## config.mk

```make
export PLATFORM = sky130hd
export DESIGN_NAME = glyph_blit_clipped
export DESIGN_NICKNAME = d
export VERILOG_FILES = /design/src/rtl/gbc_pkg.sv /design/src/rtl/glyph_blit_clipped.sv
export VERILOG_INCLUDE_DIRS = /design/src /design/src/rtl
export SDC_FILE = /design/constraint.sdc
export NUM_CORES = 1
export LEC_CHECK = 0
export BUFFER_PORTS_ARGS = -buffer_cell sky130_fd_sc_hd__buf_2
export CORE_MARGIN = 3
export CORE_UTILIZATION = 55
export CTS_CLUSTER_DIAMETER = 150
export DETAILED_ROUTE_END_ITERATION = 6
export PLACE_DENSITY_LB_ADDON = 0.2
export SLEW_MARGIN = 30
export SYNTH_ARGS = -nofsm -noshare
export SYNTH_HDL_FRONTEND = slang
export SYNTH_SLANG_ARGS = --single-unit
```

## constraint.sdc

```tcl
create_clock -name clk -period 7.73 [get_ports clk]
set_clock_uncertainty 0.1 [all_clocks]
set_input_delay 1.546 -clock clk [delete_from_list [all_inputs] [get_ports clk]]
set_output_delay 1.546 -clock clk [all_outputs]
set_load 0.05 [all_outputs]
```

## src/rtl/glyph_blit_clipped_macros.svh

```systemverilog
// ----------------------------------------------------------------------------
// glyph_blit_clipped_macros
// assertion macros shared by the glyph blitter rtl
// ----------------------------------------------------------------------------
`ifndef GLYPH_BLIT_CLIPPED_MACROS_SVH
`define GLYPH_BLIT_CLIPPED_MACROS_SVH

// clocked assertion, off while in reset
`define GBC_ASSERT(lbl, prop, msg) \
  lbl: assert property (@(posedge clk) disable iff (!rst_n) (prop)) else $error(msg);

// clocked assertion checked during reset too
`define GBC_ASSERT_ALWAYS(lbl, prop, msg) \
  lbl: assert property (@(posedge clk) (prop)) else $error(msg);

`endif

```

## src/rtl/gbc_pkg.sv

```systemverilog
// ----------------------------------------------------------------------------
// gbc_pkg
// types and constants of the clipped glyph blitter
// ----------------------------------------------------------------------------
package gbc_pkg;

  localparam int GLYPH_WIDTH_DEF  = 8;
  localparam int GLYPH_HEIGHT_DEF = 8;

  localparam int BITS_W  = 64;
  localparam int COORD_W = 16;
  localparam int DIM_W   = 14;
  localparam int PITCH_W = 16;
  localparam int COLOR_W = 32;
  localparam int OFF_W   = 29;
  localparam int POS_W   = 17;
  localparam int CIDX_W  = 2;

  typedef enum logic [CIDX_W-1:0] {
    CFG_FB_WIDTH  = 2'd0,
    CFG_FB_HEIGHT = 2'd1,
    CFG_ROW_PITCH = 2'd2
  } cfg_idx_t;

  typedef enum logic {
    ST_IDLE = 1'b0,
    ST_WALK = 1'b1
  } state_t;

endpackage

```

## src/rtl/glyph_blit_clipped.sv

```systemverilog
// ----------------------------------------------------------------------------
// glyph_blit_clipped
// clipped bitmap font glyph blitter, one pixel write per set and visible bit
// ----------------------------------------------------------------------------
// command channel: a word is taken when start is high and busy is low; it
// carries the glyph bitmap, origin and color. busy stays high while the glyph
// bitmap is shifted out one bit per cycle, lsb first, row by row.
// result channel: out_strobe marks each pixel write for one cycle; the
// receiver cannot stall, so every strobed word must be taken. out_last_write
// flags the final write of a glyph. a wholly clipped, rejected or empty glyph
// gives no word at all.
// config channel: cfg_ready is always high; write the registers only while
// busy is low. index 0 is the width, 1 the height, 2 the row pitch.
// walk: after the command is taken, the bitmap shifter steps through the cells up
// to the highest set bit (at most GLYPH_WIDTH*GLYPH_HEIGHT, capped at 64), then
// closes the walk and returns to idle. each write leaves in the cycle after the next
// visible pixel is found, the last one in the cycle after the close.
// reset: rst_n low clears the config registers to zero and idles the block.
// ----------------------------------------------------------------------------
`include "glyph_blit_clipped_macros.svh"

module glyph_blit_clipped #(
  parameter int GLYPH_WIDTH  = gbc_pkg::GLYPH_WIDTH_DEF,
  parameter int GLYPH_HEIGHT = gbc_pkg::GLYPH_HEIGHT_DEF
) (
  input  logic                          clk,
  input  logic                          rst_n,
  input  logic                          start,
  output logic                          busy,
  input  logic [gbc_pkg::BITS_W-1:0]    in_glyph_bits,
  input  logic [gbc_pkg::COORD_W-1:0]   in_origin_x,
  input  logic [gbc_pkg::COORD_W-1:0]   in_origin_y,
  input  logic [gbc_pkg::COLOR_W-1:0]   in_pixel_color,
  output logic                          out_strobe,
  output logic [gbc_pkg::OFF_W-1:0]     out_byte_offset,
  output logic [gbc_pkg::COLOR_W-1:0]   out_write_color,
  output logic                          out_last_write,
  input  logic                          cfg_valid,
  output logic                          cfg_ready,
  input  logic [gbc_pkg::CIDX_W-1:0]    cfg_index,
  input  logic [gbc_pkg::PITCH_W-1:0]   cfg_data
);

  localparam int CELLS = GLYPH_WIDTH * GLYPH_HEIGHT;
  localparam int COL_W = (GLYPH_WIDTH > 1) ? $clog2(GLYPH_WIDTH) : 1;
  localparam logic [COL_W-1:0] COL_LAST = COL_W'(GLYPH_WIDTH - 1);
  localparam logic [gbc_pkg::BITS_W-1:0] BIT_MASK =
    (CELLS >= gbc_pkg::BITS_W) ? {gbc_pkg::BITS_W{1'b1}}
                               : ((64'd1 << CELLS) - 64'd1);

  gbc_pkg::state_t state_r, state_nxt;

  logic [gbc_pkg::DIM_W-1:0]   width_r, width_nxt;
  logic [gbc_pkg::DIM_W-1:0]   height_r, height_nxt;
  logic [gbc_pkg::PITCH_W-1:0] pitch_r, pitch_nxt;

  logic [gbc_pkg::BITS_W-1:0]  bits_r, bits_nxt;
  logic [gbc_pkg::COORD_W-1:0] ox_r, ox_nxt;
  logic [gbc_pkg::POS_W-1:0]   px_r, px_nxt;
  logic [gbc_pkg::POS_W-1:0]   py_r, py_nxt;
  logic [COL_W-1:0]            col_r, col_nxt;
  logic [gbc_pkg::OFF_W-1:0]   line_r, line_nxt;
  logic [gbc_pkg::OFF_W-1:0]   off_r, off_nxt;
  logic [gbc_pkg::COLOR_W-1:0] color_r, color_nxt;
  logic                        pend_v_r, pend_v_nxt;
  logic [gbc_pkg::OFF_W-1:0]   pend_off_r, pend_off_nxt;

  logic                        out_strobe_r, out_strobe_nxt;
  logic [gbc_pkg::OFF_W-1:0]   out_off_r, out_off_nxt;
  logic [gbc_pkg::COLOR_W-1:0] out_color_r, out_color_nxt;
  logic                        out_last_r, out_last_nxt;

  logic                        accept;
  logic                        walk_end;
  logic                        walk_step;
  logic                        hit;
  logic [31:0]                 base_prod;
  logic [31:0]                 base_sum;
  logic [gbc_pkg::OFF_W-1:0]   line_next_row;

  // next state
  always_comb begin
    state_nxt = state_r;
    unique case (state_r)
      gbc_pkg::ST_IDLE: if (start) state_nxt = gbc_pkg::ST_WALK;
      gbc_pkg::ST_WALK: if (bits_r == '0) state_nxt = gbc_pkg::ST_IDLE;
      default:          state_nxt = gbc_pkg::ST_IDLE;
    endcase
  end

  // fsm outputs
  always_comb begin
    busy      = 1'b0;
    walk_end  = 1'b0;
    walk_step = 1'b0;
    unique case (state_r)
      gbc_pkg::ST_IDLE: ;
      gbc_pkg::ST_WALK: begin
        busy      = 1'b1;
        walk_end  = (bits_r == '0);
        walk_step = (bits_r != '0);
      end
      default: ;
    endcase
  end

  assign accept    = start && !busy;
  assign cfg_ready = 1'b1;

  // config registers
  always_comb begin
    width_nxt  = width_r;
    height_nxt = height_r;
    pitch_nxt  = pitch_r;
    if (cfg_valid && cfg_ready) begin
      unique case (cfg_index)
        gbc_pkg::CFG_FB_WIDTH:  width_nxt  = cfg_data[gbc_pkg::DIM_W-1:0];
        gbc_pkg::CFG_FB_HEIGHT: height_nxt = cfg_data[gbc_pkg::DIM_W-1:0];
        gbc_pkg::CFG_ROW_PITCH: pitch_nxt  = cfg_data;
        default: ;
      endcase
    end
  end

  // bitmap walk
  assign base_prod = {16'b0, in_origin_y} * {16'b0, pitch_r};
  assign base_sum  = base_prod + {14'b0, in_origin_x, 2'b00};
  assign line_next_row = line_r + {13'b0, pitch_r};
  assign hit = bits_r[0]
            && (px_r < {3'b0, width_r})
            && (py_r < {3'b0, height_r});

  always_comb begin
    bits_nxt      = bits_r;
    ox_nxt        = ox_r;
    px_nxt        = px_r;
    py_nxt        = py_r;
    col_nxt       = col_r;
    line_nxt      = line_r;
    off_nxt       = off_r;
    color_nxt     = color_r;
    pend_v_nxt    = pend_v_r;
    pend_off_nxt  = pend_off_r;
    out_strobe_nxt = 1'b0;
    out_off_nxt   = out_off_r;
    out_color_nxt = out_color_r;
    out_last_nxt  = out_last_r;
    if (accept) begin
      bits_nxt   = in_glyph_bits & BIT_MASK;
      ox_nxt     = in_origin_x;
      px_nxt     = {1'b0, in_origin_x};
      py_nxt     = {1'b0, in_origin_y};
      col_nxt    = '0;
      line_nxt   = base_sum[gbc_pkg::OFF_W-1:0];
      off_nxt    = base_sum[gbc_pkg::OFF_W-1:0];
      color_nxt  = in_pixel_color;
      pend_v_nxt = 1'b0;
    end else if (walk_step) begin
      bits_nxt = bits_r >> 1;
      if (col_r == COL_LAST) begin
        col_nxt  = '0;
        px_nxt   = {1'b0, ox_r};
        py_nxt   = py_r + 17'd1;
        line_nxt = line_next_row;
        off_nxt  = line_next_row;
      end else begin
        col_nxt = col_r + 1'b1;
        px_nxt  = px_r + 17'd1;
        off_nxt = off_r + 29'd4;
      end
      if (hit) begin
        pend_v_nxt   = 1'b1;
        pend_off_nxt = off_r;
        if (pend_v_r) begin
          out_strobe_nxt = 1'b1;
          out_off_nxt    = pend_off_r;
          out_color_nxt  = color_r;
          out_last_nxt   = 1'b0;
        end
      end
    end else if (walk_end) begin
      pend_v_nxt = 1'b0;
      if (pend_v_r) begin
        out_strobe_nxt = 1'b1;
        out_off_nxt    = pend_off_r;
        out_color_nxt  = color_r;
        out_last_nxt   = 1'b1;
      end
    end
  end

  always_ff @(posedge clk) begin
    if (!rst_n) begin
      state_r      <= gbc_pkg::ST_IDLE;
      width_r      <= '0;
      height_r     <= '0;
      pitch_r      <= '0;
      pend_v_r     <= 1'b0;
      out_strobe_r <= 1'b0;
    end else begin
      state_r      <= state_nxt;
      width_r      <= width_nxt;
      height_r     <= height_nxt;
      pitch_r      <= pitch_nxt;
      pend_v_r     <= pend_v_nxt;
      out_strobe_r <= out_strobe_nxt;
    end
  end

  always_ff @(posedge clk) begin
    bits_r      <= bits_nxt;
    ox_r        <= ox_nxt;
    px_r        <= px_nxt;
    py_r        <= py_nxt;
    col_r       <= col_nxt;
    line_r      <= line_nxt;
    off_r       <= off_nxt;
    color_r     <= color_nxt;
    pend_off_r  <= pend_off_nxt;
    out_off_r   <= out_off_nxt;
    out_color_r <= out_color_nxt;
    out_last_r  <= out_last_nxt;
  end

  assign out_strobe      = out_strobe_r;
  assign out_byte_offset = out_off_r;
  assign out_write_color = out_color_r;
  assign out_last_write  = out_last_r;

  `GBC_ASSERT(a_strobe_from_walk, out_strobe |-> $past(state_r == gbc_pkg::ST_WALK), "word strobed without a walk")
  `GBC_ASSERT(a_idle_no_pending, state_r == gbc_pkg::ST_IDLE |-> !pend_v_r, "pending write left behind in idle")
  `GBC_ASSERT(a_last_then_quiet, (out_strobe && out_last_write) |=> !out_strobe, "word strobed right after last write")
  `GBC_ASSERT(a_end_flushes, (walk_end && pend_v_r) |=> (out_strobe && out_last_write), "pending write not closed as last")

endmodule

```

==> flow_metrics.env, run 1 <==
export IMPL_status="complete, no violations"
export IMPL_path_delay_family="adder cells"
export IMPL_cp_slowest_cell="fa_1"
export IMPL_avgViaCountPerCell=5.47
export IMPL_cts_root_buf="clkbuf_16"
export IMPL_ir_drop_uv=146
export IMPL_post_route_min_period_ns=7.17
export IMPL_syn_nets=2891
export IMPL_post_synth_top_area_cell="edfxtp_1"
export IMPL_clkTransAtPathRegs_ns=0.06
export IMPL_totalWireLength_microns=60000
export IMPL_path_buf_inv=7
export IMPL_h_tree_depth=2
export IMPL_die_w_microns=216
export IMPL_critPathMaxStageDelay_ns=0.56
export IMPL_ant_nets=0
export IMPL_drt_initial_drc_count=1472
export IMPL_grt_pass1_vias=17896
export IMPL_fin_setup_tns_ns=0
export IMPL_yosys_top_cells_count="nand2_1 (542), inv_1 (319), edfxtp_1 (293)"
export IMPL_cts_buffers=36
export IMPL_fin_nets=3083
export IMPL_ys_types=69
export IMPL_holdBufCountCts=0
export IMPL_max_freq_ghz=0.140
export IMPL_synth_top_family_by_area="adder cells"
export IMPL_yosysTopAreaCellShare=0.363
export IMPL_syn_to_final_growth_pct=11.8
export IMPL_min_period_over_period=0.927
export IMPL_drive_gt1_frac=0.123
export IMPL_grt_start_max_net_pins=124
export IMPL_hold_slack_ns=0.314
export IMPL_synth_async_reset_ratio=0
export IMPL_cap_violations=0
export IMPL_endpoint_kind="flop"
export IMPL_synth_compound_area_share=0.0838
export IMPL_cts_tree="yes"
export IMPL_setup_worst_path_class="input port to flop"
export IMPL_cts_setup_buffers=0
export IMPL_hold_class="flop to flop"
export IMPL_relSlewSlack=0.322
export IMPL_synth_xor_area_frac=0.0354
export IMPL_cp_common_cell="fa_1"
export IMPL_grt_pass1_wl_microns=95800
export IMPL_crit_fanout=13
export IMPL_yosysMostFrequentCell="nand2_1"
export IMPL_startpoint_type="input port"
export IMPL_setup_viol=0
export IMPL_syn_instance_count=2398
export IMPL_synth_area_top_cells="edfxtp_1 (36%), fa_1 (17%), nand2_1 (8.4%)"
export IMPL_globalplace_congestion=0.922
export IMPL_critical_path_required_ns=7.87
export IMPL_ys_warnings_count=0
export IMPL_core_sq_um=43300
export IMPL_synth_area_per_cell_sq_um=10.1
export IMPL_ys_flop_type="edfxtp_1"
export IMPL_wl_per_cell_microns=18.7
export IMPL_ys_seq_area_frac=0.406
export IMPL_vias=17505
export IMPL_drc=0
export IMPL_grt_usage=0.259
export IMPL_fp_row_count=76
export IMPL_dp_hpwl_microns=45500
export IMPL_synth_mux_area_frac=0.00377
export IMPL_first_pass_iters=6
export IMPL_synth_edf_count=293
export IMPL_die_area_sq_um=46600
export IMPL_drv_slew=0
export IMPL_worstPathArrival_ns=7.31
export IMPL_synthAdderAreaFrac=0.242
export IMPL_fp_dieH_microns=216
export IMPL_io_pin_count=215
export IMPL_clock_latency_ns=0.55
export IMPL_antenna_found_initial=2
export IMPL_max_slew_worst_pin_slew_ns=1.01
export IMPL_synth_area_sq_um=24200
export IMPL_start_util=0.560
export IMPL_yosys_area_share_simple=0.164
export IMPL_port_buffers=213
export IMPL_rsz0062_at_grt="false"
export IMPL_grt_overflow_total=0
export IMPL_power_leakage_uw=0.0117
export IMPL_ys_seq_elements=345
export IMPL_crit_path_cell_trace="buf_2, nand2_1, fa_1, inv_1, fa_1, inv_1, fa_1, inv_1, fa_1, fa_1, inv_1, fa_1, inv_1, ha_1, buf_4, a21oi_1, o21ai_0, o21ai_0, a31oi_1, mux2i_1, a211oi_1, a21oi_1"
export IMPL_cts_resized=0
export IMPL_cts_sinks=345
export IMPL_powerDensity_nw_per_um2=191
export IMPL_cts_buffer_depth=3
export IMPL_hold_viol_final=0
==> layout by cell type (no fill, tap or decap), drive strengths merged, types with 52 or more instances in the layout <==
| master | count |
|---|---|
| inv | 322 |
| edfxtp | 293 |
| a21oi | 57 |
| fa | 209 |
| o21ai | 109 |
| dfxtp | 52 |
| nor2 | 58 |
| and2 | 123 |
| xnor2 | 54 |
| buf | 247 |
| ha | 134 |
| nand2 | 542 |
==> power by group <==
part | switching (uW) | internal, uW | total [uW] | leakage [uW]
registers | 133 | 2240 | 2370 | 0.00323
clock network | 717 | 928 | 1640 | 0.000540
logic | 702 | 441 | 1140 | 0.00793
total | 1550 | 3610 | 5160 | 0.0117
==> flip-flops by register name, summed over array words and instances, names as in the netlist, 17 cells and up <==
signal and cells:
off_r 29, color_r 32, pend_off_r 29, out_byte_offset 29
px_r 17, py_r 17, line_r 29, out_write_color 32
bits_r 64
==> cell families (layout without fill, tap and decap cells) <==
| kind of cell | after synthesis | in the layout |
|---|---|---|
| buf+inv | 412 | 631 |
| compound gates | 309 | 309 |
| simple gates | 881 | 881 |
| other cells | 1 | 2 |
| flops | 345 | 345 |
| fa+ha+maj | 343 | 343 |
| mux | 9 | 9 |
| xor+xnor | 98 | 98 |
==> worst reg2reg max path: cells and delay by family (launching register included) <==
kind                       cells  cell delay, ns
adders and majority gates      7            3.40
buffers and inverters          7            0.77
muxes                          1            0.20
DFF                            1            0.73
AOI/OAI and AO/OA              6            1.27
and+or+nand+nor                1            0.09
==> final cells by class <==
type                            instances  area, sq um
Multi-Input combinational cell       1641        12900
Sequential cell                       345         9840
Fill cell                            3527        16200
Timing Repair Buffer                  247         1330
Tap cell                              585          732
Clock inverter                         20          144
Clock buffer                           45          966
Inverter                              319         1200
Antenna cell                            1         2.50
==> worst paths after layout <==
| path | slack (ns) | end | from | depth (start not counted) |
|---|---|---|---|---|
| min reg2reg | 0.31 | out_byte_offset[23] | pend_off_r[23] | 0 |
| max reg2reg | 0.89 | line_r[25] | pitch_r[7] | 22 |
| min | 0.31 | out_byte_offset[23] | pend_off_r[23] | 0 |
| max | 0.56 | line_r[25] | in_origin_y[5] | 22 |
==> metrics by stage <==
stage          std cells  setup WS, ns  power [uW]  area, sq um  utilization
2_1_floorplan       2398         0.587        3180        24200            -
5_1_grt             3202         0.135        5430        27100        0.626
3_5_place_dp        3137        0.0435        3540        26000        0.600
3_3_place_gp        3137         0.133        3490        26000        0.600
6_report            3203         0.564        5160        27100        0.626
4_1_cts             3202         0.589        5180        27100        0.626
==> routing by layer <==
metal  up-vias  part of all wire  global-route usage
met5         -                 0                   0
met4         0             0.022              0.0641
met3       101             0.086              0.0598
met2       643              0.44               0.402
met1      8497              0.45               0.371
li1       8264                 -                   -
Power figures use the tool's default switching activity.
==> inputs of run 2 (changes only) <==
Settings changed: CORE_UTILIZATION 55 to 45.
==> flow_metrics.env, run 2 (same netlist as run 1, synthesis figures left out) <==
export IMPL_power_leakage_uw=0.0117
export IMPL_vias=17506
export IMPL_cts_setup_buffers=0
export IMPL_relSlewSlack=0.298
export IMPL_cts_buffers=37
export IMPL_holdBufCountCts=0
export IMPL_fp_dieH_microns=238
export IMPL_drt_initial_drc_count=1508
export IMPL_final_common_cell="nand2_1"
export IMPL_min_path_cells=0
export IMPL_start_util=0.458
export IMPL_grt_start_max_net_pins=95
export IMPL_die_w_microns=238
export IMPL_avgViaCountPerCell=5.30
export IMPL_place_area_sq_um=26100
export IMPL_cts_buffer_depth=3
export IMPL_stdcell_count=3303
export IMPL_hold_viol_final=0
export IMPL_powerDensity_nw_per_um2=195
export IMPL_fin_nets=3081
export IMPL_wl_per_cell_microns=18.9
export IMPL_cts_sinks=345
export IMPL_post_route_min_period_ns=7.16
export IMPL_grt_usage=0.222
export IMPL_clock_latency_ns=0.54
export IMPL_max_slew_worst_pin_slew_ns=1.05
export IMPL_crit_path_end="off_r[27]"
export IMPL_r2r_slack_ns=0.87
export IMPL_n_fill_cell=4789
export IMPL_die_area_sq_um=56600
export IMPL_drive_gt1_frac=0.124
export IMPL_largest_reg_flops=64
export IMPL_port_buffers=213
export IMPL_setup_worst_path_class="input port to flop"
export IMPL_ant_nets=0
export IMPL_critical_path_required_ns=7.87
export IMPL_core_sq_um=52900
export IMPL_seq_area_sq_um=9840
export IMPL_min_period_over_period=0.927
export IMPL_clkTransAtPathRegs_ns=0.06
export IMPL_n_antenna_cell=0
export IMPL_grt_pass1_vias=17791
export IMPL_max_freq_ghz=0.140
export IMPL_totalWireLength_microns=62300
export IMPL_setup_viol=0
export IMPL_fp_row_count=84
export IMPL_first_pass_iters=6
export IMPL_hold_slack_ns=0.316
export IMPL_cts_resized=0
export IMPL_grt_overflow_total=0
export IMPL_globalplace_congestion=0.889
export IMPL_crit_path_start="in_origin_y[5]"
export IMPL_mostFrequentLayoutCells="nand2_1 (541), inv_1 (318), edfxtp_1 (293)"
export IMPL_cts_root_buf="clkbuf_16"
export IMPL_endpoint_kind="flop"
export IMPL_syn_to_final_growth_pct=12.8
export IMPL_antenna_found_initial=4
export IMPL_io_pin_count=215
export IMPL_ir_drop_uv=160
export IMPL_cap_violations=0
export IMPL_regMostFlops="bits_r"
export IMPL_fin_setup_tns_ns=0
export IMPL_dp_cells=3236
export IMPL_hold_class="flop to flop"
export IMPL_total_power_uw=5320
export IMPL_drc=0
export IMPL_cts_tree="yes"
export IMPL_worstPathArrival_ns=7.31
export IMPL_drv_slew=0
export IMPL_r2r_start="pitch_r[7]"
export IMPL_r2r_end="line_r[28]"
export IMPL_rsz0062_at_grt="false"
export IMPL_startpoint_type="input port"
export IMPL_grt_pass1_wl_microns=99200
export IMPL_design_area_sq_um=27300
export IMPL_crit_fanout=13
export IMPL_worst_r2r_path_depth=20
export IMPL_status="complete, no violations"
export IMPL_multi_input_area_sq_um=12900
export IMPL_h_tree_depth=2
export IMPL_dp_hpwl_microns=47400
-- run 2: cell count changes in the layout (fill, tap and decap cells not counted), sizes merged --
cell	change
clkbuf	+7
clkinv	-6
diode	-1
clkinvlp	-1
bufinv	+1
buf	-3
-- run 2: worst min-delay path by stage --
stage | from | endpoint | slack, ns
after floorplan | pend_off_r[0] | out_byte_offset[0] | 0.30
after global placement | color_r[7] | out_write_color[7] | 0.30
after detailed placement | pend_off_r[11] | out_byte_offset[11] | 0.30
after CTS | pend_off_r[20] | out_byte_offset[20] | 0.32
after global routing | pend_off_r[9] | out_byte_offset[9] | 0.32
final | pend_off_r[12] | out_byte_offset[12] | 0.32
-- run 2: metal layers --
layer	global-route usage	vias up	wire length [microns]
li1	-	8259	-
met1	0.332	8562	29300
met2	0.340	612	27200
met3	0.0366	73	4530
met4	0.0531	0	1280
met5	0	-	0
-- run 2: layout make-up --
cell class              count  area share
multi-input cells        1641       0.471
flip-flops and latches    345       0.360
repair buffers            244      0.0484
inverters                 319      0.0440
clock buffers              52      0.0405
well taps                 688      0.0315
clock inverters            14     0.00476
-- run 2: worst max-delay path, stage by stage --
cell      delay [ns]
buf_2           0.20
and2_1          0.21
fa_1            0.54
inv_1           0.06
fa_1            0.56
fa_1            0.44
fa_1            0.50
inv_1           0.06
fa_1            0.52
inv_1           0.06
fa_1            0.52
inv_1           0.04
ha_1            0.36
o21ai_0         0.17
a211oi_2        0.35
o21ai_0         0.19
a31oi_1         0.40
nor2_1          0.09
a211oi_1        0.29
o221ai_1        0.18
-- run 2: metrics by stage --
step,utilization,setup slack (ns)
detailed placement,0.493,0.0585
finish,0.517,0.566
floorplan,-,0.587
global route,0.517,0.334
global placement,0.493,0.190
CTS,0.516,0.622
-- run 2: report_power, final --
group          leakage [uW]  switching, uW  internal [uW]
clock              0.000605            723           1070
combinational       0.00792            702            442
sequential          0.00323            138           2240
==> inputs of run 3 (changes only) <==
Settings changed: ABC_AREA from default to 1.
==> flow_metrics.env, run 3 <==
export IMPL_status="complete, no violations"
export IMPL_die_w_microns=243
export IMPL_drt_initial_drc_count=1668
export IMPL_synth_async_reset_ratio=0
export IMPL_first_pass_iters=5
export IMPL_worst_r2r_path_depth=21
export IMPL_fin_ws_ns=0.777
export IMPL_power_leakage_uw=0.0137
export IMPL_yosysMostFrequentCell="nand2_1"
export IMPL_fp_dieH_microns=243
export IMPL_cts_tree="yes"
export IMPL_cts_buffer_depth=3
export IMPL_largest_reg_flops=64
export IMPL_ys_seq_area_frac=0.389
export IMPL_antenna_found_initial=1
export IMPL_critPathMaxStageDelay_ns=0.61
export IMPL_cts_sinks=345
export IMPL_cts_resized=0
export IMPL_core_sq_um=55400
export IMPL_r2r_slack_ns=1.07
export IMPL_post_synth_top_area_cell="edfxtp_1"
export IMPL_setup_viol=0
export IMPL_syn_nets=3399
export IMPL_grt_pass1_vias=20192
export IMPL_critical_path_required_ns=7.91
export IMPL_relSlewSlack=0.329
export IMPL_min_path_cells=0
export IMPL_mostFrequentLayoutCells="nand2_1 (765), inv_1 (581), edfxtp_1 (293)"
export IMPL_post_route_min_period_ns=6.95
export IMPL_totalWireLength_microns=69500
export IMPL_grt_overflow_total=0
export IMPL_drc=0
export IMPL_startpoint_type="input port"
export IMPL_n_antenna_cell=0
export IMPL_holdBufCountCts=0
export IMPL_endpoint_kind="flop"
export IMPL_synth_area_top_cells="edfxtp_1 (35%), fa_1 (17%), nand2_1 (11%)"
export IMPL_place_area_sq_um=27100
export IMPL_syn_instance_count=2906
export IMPL_ys_seq_elements=345
export IMPL_final_common_cell="nand2_1"
export IMPL_grt_start_max_net_pins=82
export IMPL_start_util=0.457
export IMPL_h_tree_depth=2
export IMPL_avgViaCountPerCell=5.19
export IMPL_io_pin_count=215
export IMPL_ys_types=46
export IMPL_ir_drop_uv=128
export IMPL_place_ws_ns=0.173
export IMPL_powerDensity_nw_per_um2=220
export IMPL_globalplace_congestion=0.940
export IMPL_hold_viol_final=0
export IMPL_die_area_sq_um=59100
export IMPL_fin_nets=3572
export IMPL_ys_warnings_count=0
export IMPL_ys_flop_type="edfxtp_1"
export IMPL_grt_pass1_wl_microns=111000
export IMPL_fp_row_count=86
export IMPL_cts_root_buf="clkbuf_16"
export IMPL_worstPathArrival_ns=7.13
export IMPL_port_buffers=213
export IMPL_synth_area_sq_um=25300
export IMPL_cts_setup_buffers=0
export IMPL_ant_nets=0
export IMPL_drive_gt1_frac=0.108
export IMPL_cp_slowest_cell="fa_1"
export IMPL_dp_hpwl_microns=53500
export IMPL_drv_slew=0
export IMPL_syn_to_final_growth_pct=12.2
export IMPL_yosys_top_cells_count="nand2_1 (766), inv_1 (583), edfxtp_1 (293)"
export IMPL_design_area_sq_um=28400
export IMPL_wl_per_cell_microns=18.0
export IMPL_synth_edf_count=293
export IMPL_clock_latency_ns=0.56
export IMPL_synth_area_per_cell_sq_um=8.71
export IMPL_max_freq_ghz=0.144
export IMPL_yosysTopAreaCellShare=0.348
export IMPL_crit_path_cell_trace="buf_2, nand2_1, fa_1, fa_1, fa_1, inv_1, fa_1, fa_1, inv_1, fa_1, inv_1, ha_1, a21oi_1, o21a_1, nand2_1, a21oi_1, inv_1, o21ai_0, nand3_1"
export IMPL_cts_buffers=39
export IMPL_crit_fanout=17
export IMPL_fin_setup_tns_ns=0
export IMPL_setup_worst_path_class="input port to flop"
export IMPL_clkTransAtPathRegs_ns=0.06
export IMPL_min_period_over_period=0.899
export IMPL_grt_usage=0.238
export IMPL_max_slew_worst_pin_slew_ns=1.01
export IMPL_regMostFlops="bits_r"
export IMPL_vias=20005
export IMPL_cap_violations=0
export IMPL_cp_common_cell="fa_1"
export IMPL_rsz0062_at_grt="false"
export IMPL_hold_class="flop to flop"
[run 3: critical path, delay by kind of cell]
kind            cells  cell delay, ns
buf+inv             5            0.55
compound gates      4            1.18
simple gates        3            0.36
fa+ha+maj           7            3.47
[run 3: final timing paths]
path,endpoint,start
setup / recovery,off_r[16],in_origin_y[10]
hold / removal,out_byte_offset[4],pend_off_r[4]
setup reg to reg,off_r[16],pitch_r[9]
hold reg to reg,out_byte_offset[4],pend_off_r[4]
[run 3: area by class of cell]
cell class / instances / area [sq um]
Fill cell: 5180 / 27000
Clock buffer: 45 / 998
Timing Repair Buffer: 241 / 1290
Sequential cell: 345 / 9840
Multi-Input combinational cell: 1865 / 12900
Tap cell: 748 / 936
Inverter: 587 / 2210
Clock inverter: 23 / 263
[run 3: report_power, final]
group | switching [uW] | leakage (uW) | total, uW | internal [uW]
logic | 1290 | 0.00982 | 1960 | 668
registers | 184 | 0.00322 | 2460 | 2280
clock network | 764 | 0.000615 | 1830 | 1070
total | 2240 | 0.0137 | 6260 | 4010
[run 3: cell families after synthesis]
family | after synthesis | share of synthesized area
compound gates | 313 | 0.0674
xor+xnor | 39 | 0.0135
mux | 1 | 0.000445
simple gates | 1168 | 0.194
flops | 345 | 0.389
fa+ha+maj | 343 | 0.232
other cells | 1 | 0.000148
buf+inv | 696 | 0.104
[run 3: per-layer routing]
metal | vias to the layer above | part of all wire | GRT usage | routed length [microns]
met1 | 9676 | 0.44 | 0.327 | 30600
met5 | - | 0.00022 | 0 | 15
met2 | 679 | 0.46 | 0.389 | 32300
met4 | 2 | 0.025 | 0.0649 | 1750
met3 | 113 | 0.071 | 0.0431 | 4930
li1 | 9535 | - | - | -
[run 3: stage by stage]
step	hold slack (ns)	utilization	cells	power, uW
global route	0.321	0.513	3854	6700
CTS	0.318	0.513	3854	6310
finish	0.316	0.513	3854	6260
global placement	0.300	0.489	3785	4410
floorplan	0.300	-	2906	3800
detailed placement	0.305	0.490	3786	4440
